[config.mk]
export PLATFORM = sky130hd
export DESIGN_NAME = morse_character_keyer
export DESIGN_NICKNAME = d
export VERILOG_FILES = /design/src/rtl/core/mck_pkg.sv /design/src/rtl/core/morse_character_keyer.sv /design/src/rtl/core/mck_front.sv /design/src/rtl/core/mck_queue.sv /design/src/rtl/core/mck_back.sv
export SDC_FILE = /design/constraint.sdc
export NUM_CORES = 1
export LEC_CHECK = 0
export BUFFER_PORTS_ARGS = -buffer_cell sky130_fd_sc_hd__buf_2
export CAP_MARGIN = 20
export CORE_MARGIN = 5
export CORE_UTILIZATION = 45
export CTS_BUF_LIST = sky130_fd_sc_hd__clkbuf_4 sky130_fd_sc_hd__clkbuf_8 sky130_fd_sc_hd__clkbuf_16
export DETAILED_ROUTE_END_ITERATION = 7
export PLACE_DENSITY = 0.65
export SETUP_SLACK_MARGIN = 0.02
export SYNTH_ARGS = -nofsm -noshare
export SYNTH_HDL_FRONTEND = slang
export SYNTH_SLANG_ARGS = --single-unit
[constraint.sdc]
create_clock -name clk_i -period 6.2 [get_ports clk_i]
set_input_delay 0.62 -clock clk_i [delete_from_list [all_inputs] [get_ports clk_i]]
set_output_delay 0.62 -clock clk_i [all_outputs]
set_load 0.02 [all_outputs]
[src/rtl/core/mck_pkg.sv]
package mck_pkg;

  localparam int unsigned QueueDepth = 2;
  localparam logic [15:0] DotSamplesReset = 16'd2880;

  localparam logic [3:0] SpaceLen = 4'd15;
  localparam logic [7:0] SpaceChar = 8'h20;

  localparam logic [2:0] UnitsDot = 3'd1;
  localparam logic [2:0] UnitsDash = 3'd3;
  localparam logic [2:0] UnitsElemGap = 3'd1;
  localparam logic [2:0] UnitsCharGap = 3'd3;
  localparam logic [2:0] UnitsLineGap = 3'd4;
  localparam logic [2:0] UnitsWordGap = 3'd7;

  // Bits 15..12 hold the element count, bits 6..0 the elements (1 = dash).
  localparam logic [15:0] MORSE_TABLE [256] = '{
    16'h0000,16'h0000,16'h0000,16'h0000,16'h0000,16'h0000,16'h0000,16'h0000,
    16'h0000,16'h601E,16'h0000,16'h0000,16'h0000,16'h0000,16'h0000,16'h0000,
    16'h0000,16'h0000,16'h0000,16'h0000,16'h0000,16'h0000,16'h0000,16'h0000,
    16'h0000,16'h0000,16'h0000,16'h0000,16'h0000,16'h0000,16'h0000,16'h0000,
    16'hF000,16'h6031,16'h6012,16'h0000,16'h7009,16'h0000,16'h5008,16'h601E,
    16'h5016,16'h602D,16'h0000,16'h500A,16'h6033,16'h6021,16'h6015,16'h5012,
    16'h501F,16'h500F,16'h5007,16'h5003,16'h5001,16'h5000,16'h5010,16'h5018,
    16'h501C,16'h501E,16'h6038,16'h602A,16'h0000,16'h5011,16'h0000,16'h600C,
    16'h601A,16'h2001,16'h4008,16'h400A,16'h3004,16'h1000,16'h4002,16'h3006,
    16'h4000,16'h2000,16'h4007,16'h3005,16'h4004,16'h2003,16'h2002,16'h3007,
    16'h4006,16'h400D,16'h3002,16'h3000,16'h1001,16'h3001,16'h4001,16'h3003,
    16'h4009,16'h400B,16'h400C,16'h0000,16'h0000,16'h0000,16'h0000,16'h600D,
    16'h0000,16'h2001,16'h4008,16'h400A,16'h3004,16'h1000,16'h4002,16'h3006,
    16'h4000,16'h2000,16'h4007,16'h3005,16'h4004,16'h2003,16'h2002,16'h3007,
    16'h4006,16'h400D,16'h3002,16'h3000,16'h1001,16'h3001,16'h4001,16'h3003,
    16'h4009,16'h400B,16'h400C,16'h0000,16'h0000,16'h0000,16'h0000,16'h0000,
    16'h0000,16'h0000,16'h0000,16'h0000,16'h0000,16'h0000,16'h0000,16'h0000,
    16'h0000,16'h0000,16'h3000,16'h0000,16'h3000,16'h1001,16'h400C,16'h400C,
    16'h0000,16'h0000,16'h0000,16'h0000,16'h0000,16'h0000,16'h0000,16'h0000,
    16'h0000,16'h0000,16'h3000,16'h0000,16'h3000,16'h1001,16'h400C,16'h400C,
    16'h0000,16'h0000,16'h0000,16'h4004,16'h0000,16'h2001,16'h0000,16'h0000,
    16'h0000,16'h0000,16'h3000,16'h0000,16'h0000,16'h0000,16'h0000,16'h400C,
    16'h0000,16'h0000,16'h0000,16'h4004,16'h0000,16'h0000,16'h0000,16'h0000,
    16'h0000,16'h2001,16'h3000,16'h0000,16'h4004,16'h0000,16'h4004,16'h400C,
    16'h3002,16'h2001,16'h2001,16'h2001,16'h2001,16'h4004,16'h400A,16'h400A,
    16'h400A,16'h1000,16'h1000,16'h1000,16'h1000,16'h2000,16'h2000,16'h3004,
    16'h3004,16'h2002,16'h2002,16'h3007,16'h3007,16'h3007,16'h3007,16'h0000,
    16'h3002,16'h3001,16'h3001,16'h3001,16'h3001,16'h400B,16'h1001,16'h0000,
    16'h3002,16'h2001,16'h2001,16'h2001,16'h2001,16'h4004,16'h400A,16'h400A,
    16'h400A,16'h1000,16'h1000,16'h1000,16'h1000,16'h2000,16'h2000,16'h3004,
    16'h3004,16'h2002,16'h2002,16'h3007,16'h3007,16'h3007,16'h3007,16'h0000,
    16'h3002,16'h3001,16'h3001,16'h3001,16'h3001,16'h400B,16'h1001,16'h0000
  };

  // One classified character as handed from the front to the back.
  typedef struct packed {
    logic       is_space;
    logic [2:0] count;
    logic [6:0] elems;
    logic       char_gap;
    logic       line_gap;
  } desc_t;

  // Queue status seen by the back.
  typedef struct packed {
    logic  valid;
    desc_t desc;
  } queue_head_t;

endpackage

[src/rtl/core/morse_character_keyer.sv]
// Channel  Direction  Handshake               Payload
// input    in         in_valid_i/in_stall_o   symbol_i, next_is_space_i, line_end_i
// output   out        out_valid_o/out_stall_i tone_on_o, units_o, duration_o, last_o
// config   in         cfg_we_i                cfg_wdata_i (dot_samples)
//
// The front classifies a character and pushes it into the queue at its accepting edge.
// The back loads it from the queue in its idle state and then emits one run per cycle
// while the output is not stalled; a character has 1 to 15 runs, and a byte with no run
// takes only its accepting cycle. Reset clears the queue, the sequencer and the output
// valid, and sets dot_samples to 2880. Input stalls only when the queue is full; a
// stalled output beat holds while the queue keeps taking characters.
module morse_character_keyer #(
  parameter int unsigned QueueDepth = mck_pkg::QueueDepth
) (
  input  logic        clk_i,
  input  logic        rst_ni,
  input  logic        in_valid_i,
  output logic        in_stall_o,
  input  logic [7:0]  symbol_i,
  input  logic        next_is_space_i,
  input  logic        line_end_i,
  input  logic        cfg_we_i,
  input  logic [15:0] cfg_wdata_i,
  output logic        out_valid_o,
  input  logic        out_stall_i,
  output logic        tone_on_o,
  output logic [2:0]  units_o,
  output logic [18:0] duration_o,
  output logic        last_o
);
  import mck_pkg::*;

  // Samples per dot unit; the host must write it only while the keyer is idle, the block itself does not enforce this.
  logic [15:0] dot_samples_q;

  // The front classifies a byte into a descriptor and pushes it into the queue.
  logic        push;
  logic        full;
  desc_t       front_desc;
  queue_head_t head;
  logic        pop;

  always_ff @(posedge clk_i or negedge rst_ni) begin
    if (!rst_ni) begin
      dot_samples_q <= DotSamplesReset;
    end else if (cfg_we_i) begin
      dot_samples_q <= cfg_wdata_i;
    end
  end

  mck_front u_front (
    .in_valid_i      (in_valid_i),
    .symbol_i        (symbol_i),
    .next_is_space_i (next_is_space_i),
    .line_end_i      (line_end_i),
    .full_i          (full),
    .in_stall_o      (in_stall_o),
    .push_o          (push),
    .desc_o          (front_desc)
  );

  // The queue decouples the front from the back so each side stalls on its own.
  mck_queue #(
    .Depth (QueueDepth)
  ) u_queue (
    .clk_i  (clk_i),
    .rst_ni (rst_ni),
    .push_i (push),
    .desc_i (front_desc),
    .pop_i  (pop),
    .full_o (full),
    .head_o (head)
  );

  // The back walks the elements and gaps and emits one run beat at a time.
  mck_back u_back (
    .clk_i         (clk_i),
    .rst_ni        (rst_ni),
    .dot_samples_i (dot_samples_q),
    .head_i        (head),
    .pop_o         (pop),
    .out_valid_o   (out_valid_o),
    .out_stall_i   (out_stall_i),
    .tone_on_o     (tone_on_o),
    .units_o       (units_o),
    .duration_o    (duration_o),
    .last_o        (last_o)
  );

endmodule

[src/rtl/core/mck_front.sv]
module mck_front (
  input  logic          in_valid_i,
  input  logic [7:0]    symbol_i,
  input  logic          next_is_space_i,
  input  logic          line_end_i,
  input  logic          full_i,
  output logic          in_stall_o,
  output logic          push_o,
  output mck_pkg::desc_t desc_o
);
  import mck_pkg::*;

  logic [15:0] word;
  logic [3:0]  count;
  logic        is_space;
  logic        has_elems;

  assign word      = MORSE_TABLE[symbol_i];
  assign count     = word[15:12];
  assign is_space  = (count == SpaceLen);
  assign has_elems = !is_space && (count != 4'd0);

  assign desc_o.is_space = is_space;
  assign desc_o.count    = has_elems ? count[2:0] : 3'd0;
  assign desc_o.elems    = word[6:0];
  assign desc_o.char_gap = has_elems && (symbol_i != SpaceChar) && !next_is_space_i;
  assign desc_o.line_gap = line_end_i;

  assign in_stall_o = full_i;
  // A byte with no code and no line end is accepted but yields no run.
  assign push_o = in_valid_i && !full_i && (is_space || has_elems || line_end_i);

endmodule

[src/rtl/core/mck_queue.sv]
module mck_queue #(
  parameter int unsigned Depth = mck_pkg::QueueDepth
) (
  input  logic                 clk_i,
  input  logic                 rst_ni,
  input  logic                 push_i,
  input  mck_pkg::desc_t       desc_i,
  input  logic                 pop_i,
  output logic                 full_o,
  output mck_pkg::queue_head_t head_o
);
  import mck_pkg::*;

  localparam int unsigned PtrW = (Depth > 1) ? $clog2(Depth) : 1;
  localparam int unsigned CntW = $clog2(Depth + 1);

  desc_t            mem_q [Depth];
  logic [PtrW-1:0]  wr_ptr_q, wr_ptr_d;
  logic [PtrW-1:0]  rd_ptr_q, rd_ptr_d;
  logic [CntW-1:0]  cnt_q, cnt_d;
  logic             do_push, do_pop;

  assign full_o      = (cnt_q == CntW'(Depth));
  assign head_o.valid = (cnt_q != '0);
  assign head_o.desc  = mem_q[rd_ptr_q];

  assign do_push = push_i && !full_o;
  assign do_pop  = pop_i && head_o.valid;

  always_comb begin
    wr_ptr_d = wr_ptr_q;
    rd_ptr_d = rd_ptr_q;
    cnt_d    = cnt_q;
    if (do_push) begin
      wr_ptr_d = (wr_ptr_q == PtrW'(Depth - 1)) ? '0 : wr_ptr_q + 1'b1;
    end
    if (do_pop) begin
      rd_ptr_d = (rd_ptr_q == PtrW'(Depth - 1)) ? '0 : rd_ptr_q + 1'b1;
    end
    if (do_push && !do_pop) begin
      cnt_d = cnt_q + 1'b1;
    end else if (do_pop && !do_push) begin
      cnt_d = cnt_q - 1'b1;
    end
  end

  always_ff @(posedge clk_i or negedge rst_ni) begin
    if (!rst_ni) begin
      wr_ptr_q <= '0;
      rd_ptr_q <= '0;
      cnt_q    <= '0;
    end else begin
      wr_ptr_q <= wr_ptr_d;
      rd_ptr_q <= rd_ptr_d;
      cnt_q    <= cnt_d;
    end
  end

  always_ff @(posedge clk_i) begin
    if (do_push) begin
      mem_q[wr_ptr_q] <= desc_i;
    end
  end

endmodule

[src/rtl/core/mck_back.sv]
module mck_back (
  input  logic                 clk_i,
  input  logic                 rst_ni,
  input  logic [15:0]          dot_samples_i,
  input  mck_pkg::queue_head_t head_i,
  output logic                 pop_o,
  output logic                 out_valid_o,
  input  logic                 out_stall_i,
  output logic                 tone_on_o,
  output logic [2:0]           units_o,
  output logic [18:0]          duration_o,
  output logic                 last_o
);
  import mck_pkg::*;

  localparam logic [2:0] StIdle = 3'd0;
  localparam logic [2:0] StElem = 3'd1;
  localparam logic [2:0] StChar = 3'd2;
  localparam logic [2:0] StWord = 3'd3;
  localparam logic [2:0] StLine = 3'd4;

  logic [2:0]  state_q, state_d;
  desc_t       desc_q, desc_d;
  logic [2:0]  k_q, k_d;
  logic        gap_q, gap_d;
  logic        out_valid_q, out_valid_d;
  logic        tone_q, tone_d;
  logic [2:0]  units_q, units_d;
  logic [18:0] dur_q, dur_d;
  logic        last_q, last_d;
  logic        fire;
  logic [2:0]  elem_idx;
  logic [2:0]  after_elems;

  assign fire        = (state_q != StIdle) && (!out_valid_q || !out_stall_i);
  assign pop_o       = (state_q == StIdle) && head_i.valid;
  assign elem_idx    = k_q - 3'd1;
  assign after_elems = desc_q.char_gap ? StChar : (desc_q.line_gap ? StLine : StIdle);

  always_comb begin
    state_d     = state_q;
    desc_d      = desc_q;
    k_d         = k_q;
    gap_d       = gap_q;
    out_valid_d = out_valid_q && out_stall_i;
    tone_d      = tone_q;
    units_d     = units_q;
    last_d      = last_q;

    case (state_q)
      StIdle: begin
        if (head_i.valid) begin
          desc_d = head_i.desc;
          k_d    = head_i.desc.count;
          gap_d  = 1'b0;
          if (head_i.desc.is_space) begin
            state_d = StWord;
          end else if (head_i.desc.count != 3'd0) begin
            state_d = StElem;
          end else begin
            state_d = StLine;
          end
        end
      end
      StElem: begin
        if (fire) begin
          out_valid_d = 1'b1;
          if (gap_q) begin
            tone_d  = 1'b0;
            units_d = UnitsElemGap;
            last_d  = 1'b0;
            gap_d   = 1'b0;
            k_d     = k_q - 3'd1;
          end else begin
            tone_d  = 1'b1;
            units_d = desc_q.elems[elem_idx] ? UnitsDash : UnitsDot;
            if (k_q != 3'd1) begin
              gap_d  = 1'b1;
              last_d = 1'b0;
            end else begin
              last_d  = (after_elems == StIdle);
              state_d = after_elems;
            end
          end
        end
      end
      StChar: begin
        if (fire) begin
          out_valid_d = 1'b1;
          tone_d      = 1'b0;
          units_d     = UnitsCharGap;
          last_d      = !desc_q.line_gap;
          state_d     = desc_q.line_gap ? StLine : StIdle;
        end
      end
      StWord: begin
        if (fire) begin
          out_valid_d = 1'b1;
          tone_d      = 1'b0;
          units_d     = UnitsWordGap;
          last_d      = !desc_q.line_gap;
          state_d     = desc_q.line_gap ? StLine : StIdle;
        end
      end
      StLine: begin
        if (fire) begin
          out_valid_d = 1'b1;
          tone_d      = 1'b0;
          units_d     = UnitsLineGap;
          last_d      = 1'b1;
          state_d     = StIdle;
        end
      end
      default: begin
        state_d = StIdle;
      end
    endcase
  end

  // Run length in samples; the product lands straight in the output register.
  assign dur_d = fire ? (19'(units_d) * 19'(dot_samples_i)) : dur_q;

  always_ff @(posedge clk_i or negedge rst_ni) begin
    if (!rst_ni) begin
      state_q     <= StIdle;
      out_valid_q <= 1'b0;
    end else begin
      state_q     <= state_d;
      out_valid_q <= out_valid_d;
    end
  end

  always_ff @(posedge clk_i) begin
    desc_q  <= desc_d;
    k_q     <= k_d;
    gap_q   <= gap_d;
    tone_q  <= tone_d;
    units_q <= units_d;
    dur_q   <= dur_d;
    last_q  <= last_d;
  end

  assign out_valid_o = out_valid_q;
  assign tone_on_o   = tone_q;
  assign units_o     = units_q;
  assign duration_o  = dur_q;
  assign last_o      = last_q;

endmodule
### Yosys cells after proc, flatten, opt, wreduce, memory -nomap -nowiden

Memory sizes are Yosys's and may differ from the RTL's.
Index checks and enable logic that the tools add are counted.

* logic and storage cells: 134
* input bits: 31
* output and inout port bits: 26
* memory bits (read-only): 4096
* bits in registers: 61
* bits in writable memories: 26
* memories: 2

* add/sub/neg operators: 5
* magnitude comparators: 2
* reductions and logical operators: 42
* bitwise logic cells: 1
* multipliers: 1
* equal/unequal tests: 16
* muxes and demuxes: 50

Memories
* (name not given): depth 256, width 16, rd ports 1, clocked after Yosys merged registers in 0, wr ports 0, RTL line mck_front.sv:18 `assign word = MORSE_TABLE[symbol_i];`
* u_queue.mem_q: depth 2, width 13, rd ports 1, clocked after Yosys merged registers in 0, wr ports 1, RTL line mck_queue.sv:17 `desc_t mem_q [Depth];`

Operators by type and width (number)
* two-way mux 3 bit: 19
* two-way mux 16 bit: 2
* case mux 3 bit (4 select lines): 2
* multiplier 3 x 16 -> 19 bit: 1
* two-way mux 1 bit: 19
* logical AND 1 bit: 12
* != test 2 x 1 -> 1 bit (second input constant): 6
* >= comparator 9 bit (second input constant): 1
* NOT 8 -> 9 bit: 1
* nonzero test 3 bit: 3
* zero test 1 bit: 8
* != test 8 x 6 -> 1 bit (second input constant): 1
* AND reduction 4 bit: 2
* nonzero test 2 bit: 4
* == test 3 x 2 -> 1 bit (second input constant): 2
* zero test 3 bit: 2
* two-way mux 2 bit: 3
* case mux 3 bit (2 select lines): 1
* AND reduction 3 bit: 2
* AND reduction 6 bit: 1
* == test 4 bit (second input constant): 1
* less-than comparator 3 x 4 -> 1 bit (second input constant): 1
* != test 2 bit (second input constant): 2
* case mux 1 bit (2 select lines): 2
* 16 further kinds: 19

### Logic depth before layout (Yosys ltp)

* word-level depth: 15
* depth in mapped cells: 20
* depth with buffers taken out: 19

### Modules after synthesis

A second synthesis with hierarchy kept.

* cell total of the unflattened synthesis: 686
* area total of the unflattened synthesis: 6593.8 µm²

By module, submodules not included
* mck_back: cells each 323, times used 1, area each 3128.0 µm², seq. area each 1181.1 µm²
* mck_front: cells each 270, times used 1, area each 1670.4 µm², seq. area each 0.0 µm²
* mck_queue: cells each 59, times used 1, area each 1141.1 µm², seq. area each 880.8 µm²
* morse_character_keyer: cells each 34, times used 1, area each 654.4 µm², seq. area each 405.4 µm²

### Least setup slack after synthesis

No wires, ideal clock.

* path kind: reg-to-reg
* start point: register u_back.k_q[0]
* end point: register u_back.dur_q[18] (netlist: u_back.duration_o[18]) (data pin)
* stages on the path, launching flop included: 19
* arrival time: 4.417 ns
* slack: 1.524 ns
* library setup time: 0.259 ns
* data required time: 5.941 ns
* cells stage by stage: edfxtp_1 > inv_1 > ha_1 > mux4_2 > a22oi_1 > nor3_1 > o32a_1 > o221a_4 > and2_1 > fa_1 > ha_1 > fa_1 > a21oi_1 > o21ai_0 > a31o_2 > a31o_2 > a21oi_1 > a21oi_1 > a211o_1

* cells in the longest elaborated chain, start to end: 8

Ends and longest elaborated chain
* start, declared: RTL line mck_back.sv:24 `logic [2:0] k_q, k_d;`
* start signal, assigned: RTL line mck_back.sv:135 `k_q <= k_d;`
* subtractor 3 x 1 -> 3 bit: RTL line mck_back.sv:37 `assign elem_idx = k_q - 3'd1;`
* binary-select mux 1 bit (select 3 bit): RTL line mck_back.sv:76 `units_d = desc_q.elems[elem_idx] ? UnitsDash : UnitsDot;`
* two-way mux 1 bit (implied by the code): RTL line mck_back.sv:76
* two-way mux 2 bit: RTL line mck_back.sv:76
* two-way mux 3 bit: RTL line mck_back.sv:68 `if (gap_q) begin`
* two-way mux 3 bit: RTL line mck_back.sv:66 `if (fire) begin`
* case mux 3 bit (4 select lines): RTL line mck_back.sv:50 `case (state_q)`
* multiplier 3 x 16 -> 19 bit: RTL line mck_back.sv:121 `assign dur_d = fire ? (19'(units_d) * 19'(dot_samples_i)) : dur_q;`
* end signal, assigned: RTL line mck_back.sv:139 `dur_q <= dur_d;`
* end, declared: RTL line mck_back.sv:29 `logic [18:0] dur_q, dur_d;`

No other way between the ends. The select of a mux whose other input is x is not followed.
A chain may end at the register's enable or synchronous reset.

### Final worst setup path

Ends and elaborated chain as after synthesis.

==> metrics.md <==
| Metric | Value |
|---|---|
| Post-synthesis cell type count | 65 |
| Final worst setup slack | 1.011 ns |
| Simple-gate share of the synthesized area | 15.31% |
| Fin crit period | 5.189 ns |
| Power per cell area | 495.5 mW/mm2 |
| Full die area | 0.01588 mm2 |
| Critical path data arrival time | 5.29 ns |
| Placed cells | 832 |
| Ys async rst share | 28.57% |
| Final setup fails | 0 |
| VDD IR max | 213.4 uV |
| Crit-path most repeated cell | a21oi_1 |
| Seq/Total Area, Yosys | 39.25% |
| Finished Core Util | 50.40% |
| Die width | 126.0 um |
| EDFF count, synth | 57 |
| Adder-cell share of the synthesized area | 11.77% |
| # diodes | 0 |
| Final Non-Filler Cells | 849 |
| Drt wl/cell | 16.31 um |
| DRT antenna net count | 0 |
| Total Wirelength | 13.85 mm |
| Part of the cycle the worst path needs | 83.69% |
| Synth Area in XOR/XNOR | 2.892% |
| CTS tree | done |
| GRT Util Overall | 17.91% |
| CP Class | reg2reg |
| RSZ-0062 raised after global routing | no |
| Worst Path Required | 6.30 ns |
| Pre-CTS setup slack | 1.033 ns |
| Synth-to-Final Area Change | 10.18% |
| Status | completed |
| Mapped Avg Cell Area | 9.539 um2 |
| Initial DRC count | 391 |
| Hold/Removal Path Class | in2async |
| CTS sink count | 84 |
| Leak Pwr | 0.002836 uW |
| Root buf cell | clkbuf_16 |
| Initial Util | 45.74% |
| Share of cells above drive strength 1 | 17.38% |
| Vias | 4806 |
| Peak fanout along the critical path | 17 |
| F_max | 192.7 MHz |
| Sum Neg Setup Slack | 0 ns |
| Area share of the leading cell type in the synthesized netlist | 28.26% |
| Multiplexer area fraction after synthesis | 6.424% |
| Clk_lat worst skew | 0.36 ns |
| Synthesized area | 0.006057 mm2 |
| #FFs+latches synth | 84 |
| Fin. max-slew vios | 0 |
| Cells after synthesis | 635 |
| Cts bufs inserted | 9 |
| CP max stage cell | fa_1 |
| Synth Flop Type | edfxtp_1 |
| Worst Max-Slew Pin Slew | 0.8838 ns |
| Max-cap violations | 0 |
| Final RePlAce weighted congestion | 0.9132 |
| Final clock skew | 0.01273 ns |
| Post-synth top area cell | edfxtp_1 |
| Rel. slew slack | 41.08% |
| Compound-Gate Fraction of Synth Area | 18.61% |
| Die height | 126.0 um |
| Critical Path Start Type | register |
| Nets | 747 |
| Detailed placement HPWL | 10.00 mm |
| Clock buffer depth | 2 |
| Main area contributors after synthesis | edfxtp_1 28%, dfrtp_1 8.3%, ha_1 6.8%, nand2_1 5.5%, mux2_2 5.0% |
| First-pass GRT wire length | 23.06 mm |
| Initial antenna violation count | 0 |
| Syn nets | 714 |
| # port buffers | 56 |
| Post_cts resized | 0 |
| Crit-path cells | inv_1, ha_1, mux4_2, a22oi_1, nor3_1, o32a_1, o221a_4, and2_1, fa_1, ha_1, fa_1, a21oi_1, o21ai_0, a31o_2, a31o_2, a21oi_1, a21oi_1, a211o_1 |
| H-Tree Level Count | 3 |
| Router iterations before antenna repair | 5 |
| Row count | 42 |
| Synth warnings | 0 |
| Setup crit end kind | register |
| Largest family of logic cells by synthesized area | compound AO/OA/AOI/OAI gates |
| Hold Violations, Final | 0 |
| Global route overflow | 0 |
| # hold bufs at CTS | 0 |
| Vias in the first global route | 4685 |
| I/O pin cnt | 57 |
| DR vias/cell | 5.661 |
| Setup Buffers After CTS | 0 |
| Clk slew on worst S/H paths | 0.07 ns |
| Worst path max stage delay | 0.47 ns |
| Placeable Area | 0.01324 mm2 |
| Largest net degree at the start of global routing | 55 |
| R2R Setup Slk | 1.01 ns |
| # DRC | 0 |
| Fillers | 1247 |
## cells in the final DEF (no fill, tap or decap), types with 4 or more instances in the layout
cell,netlist,routed
nand2_1,89,89
edfxtp_1,57,57
buf_2,8,56
a21oi_1,45,45
o21ai_0,44,44
inv_1,41,41
nor2_1,35,35
ha_1,33,33
mux2_2,27,27
dfrtp_1,20,20
and2_1,18,18
fa_1,15,15
nor2b_1,13,13
nand3_1,13,13
xnor2_1,10,10
xor2_1,10,10
nand2b_1,9,9
clkbuf_16,0,9
nor3_1,8,8
a21o_1,8,8
a31oi_1,8,8
a211oi_1,7,7
a221oi_1,5,5
o21a_1,5,5
mux2i_1,4,4
a31o_2,4,4
o31ai_1,4,4
o221ai_1,4,4
o211ai_1,4,4
dfstp_2,4,4
buf_4,4,4
## cell type report
type	count	area (um2)	area share, %
multi-input combinational	471	3332	49.93
sequential	84	2377	35.62
timing repair buffer	60	310.3	4.649
clock buffer	9	225.2	3.375
tap	176	220.2	3.300
inverter	42	157.7	2.362
clock inverter	7	51.30	0.7687
## state kept, by name, summed over array words and instances (netlist names), 2 cells and up
register and cells:
u_queue.cnt_q 2, u_back.units_o 3, u_back.k_q 3, u_queue.mem_q 24, u_back.state_q 3, u_back.duration_o 19
dot_samples_q 16, u_back.desc_q 8
## kinds of logic (layout without fill, tap and decap cells)
| family | count (synthesis) | in the layout |
|---|---|---|
| compound gates | 171 | 171 |
| fa+ha+maj | 48 | 48 |
| xor+xnor | 20 | 20 |
| flops | 84 | 84 |
| buf+inv | 80 | 118 |
| simple gates | 199 | 199 |
| mux | 33 | 33 |
## critical path, delay by kind of cell (launching register included)
family	cells	cell delay, ns
buffers and inverters	1	0.07
muxes	1	0.30
and+or+nand+nor	2	0.28
AOI/OAI and AO/OA	10	2.34
adders and majority gates	4	1.45
DFF	1	0.46
## per-layer routing
layer	wire length [um]	part of all wire, %	vias up	GRT usage [%]
met3	953	6.9	28	4.869
met4	295	2.1	0	7.571
met1	5936	43	2270	22.61
met5	0	0	-	0
met2	6664	48	173	29.05
li1	-	-	2335	-
## stage by stage
stage | power (uW) | hold WS, ns | area, um2
global placement | 2770 | 0.4735 | 6390
floorplan | 2435 | 0.3244 | 6057
CTS | 3334 | 0.2794 | 6666
detailed placement | 2824 | 0.4952 | 6390
global route | 3618 | 0.3036 | 6674
finish | 3307 | 0.2571 | 6674
## where the power goes
| group | internal (uW) | switching, uW | total (uW) |
|---|---|---|---|
| sequential | 927 | 117 | 1040 |
| combinational | 736 | 1030 | 1760 |
| clock | 273 | 227 | 500 |
## worst paths after layout
path                                              start                               to  cells after the start
max                             u_back.k_q[0]$_DFFE_PP_  u_back.duration_o[18]$_DFFE_PP_                     18
min                                              rst_ni    dot_samples_q[15]$_DFFE_PN0P_                      1
max reg2reg                     u_back.k_q[0]$_DFFE_PP_  u_back.duration_o[18]$_DFFE_PP_                     18
min reg2reg                u_queue.wr_ptr_q$_DFFE_PN0P_     u_queue.wr_ptr_q$_DFFE_PN0P_                      1
max in group asynchronous                        rst_ni     dot_samples_q[5]$_DFFE_PN0P_                      1
min in group clk_i                           line_end_i    u_queue.mem_q[1][0]$_DFFE_PP_                      1
## cell usage after synthesis (3+ instances only)
library cell,n
nor3b_1,3
nor2_1,35
a2bb2oi_1,3
o221ai_1,4
a21o_1,8
a21oi_1,45
a31o_2,4
a211o_1,3
a22oi_1,3
nor2b_1,13
mux2i_1,4
fa_1,15
mux2_2,27
o22a_1,3
nand2b_1,9
buf_1,4
o31ai_1,4
a221oi_1,5
nand3_1,13
edfxtp_1,57
xnor2_1,10
dfstp_2,4
clkbuf_1,19
nor3_1,8
nand2_1,89
buf_4,4
dfrtp_1,20
and3_1,3
o21ai_0,44
o21a_1,5
dfxtp_1,3
o211ai_1,4
a211oi_1,7
buf_6,3
buf_2,8
inv_1,41
ha_1,33
and2_1,18
a31oi_1,8
xor2_1,10
No activity file was read; power rests on OpenSTA's default activity.
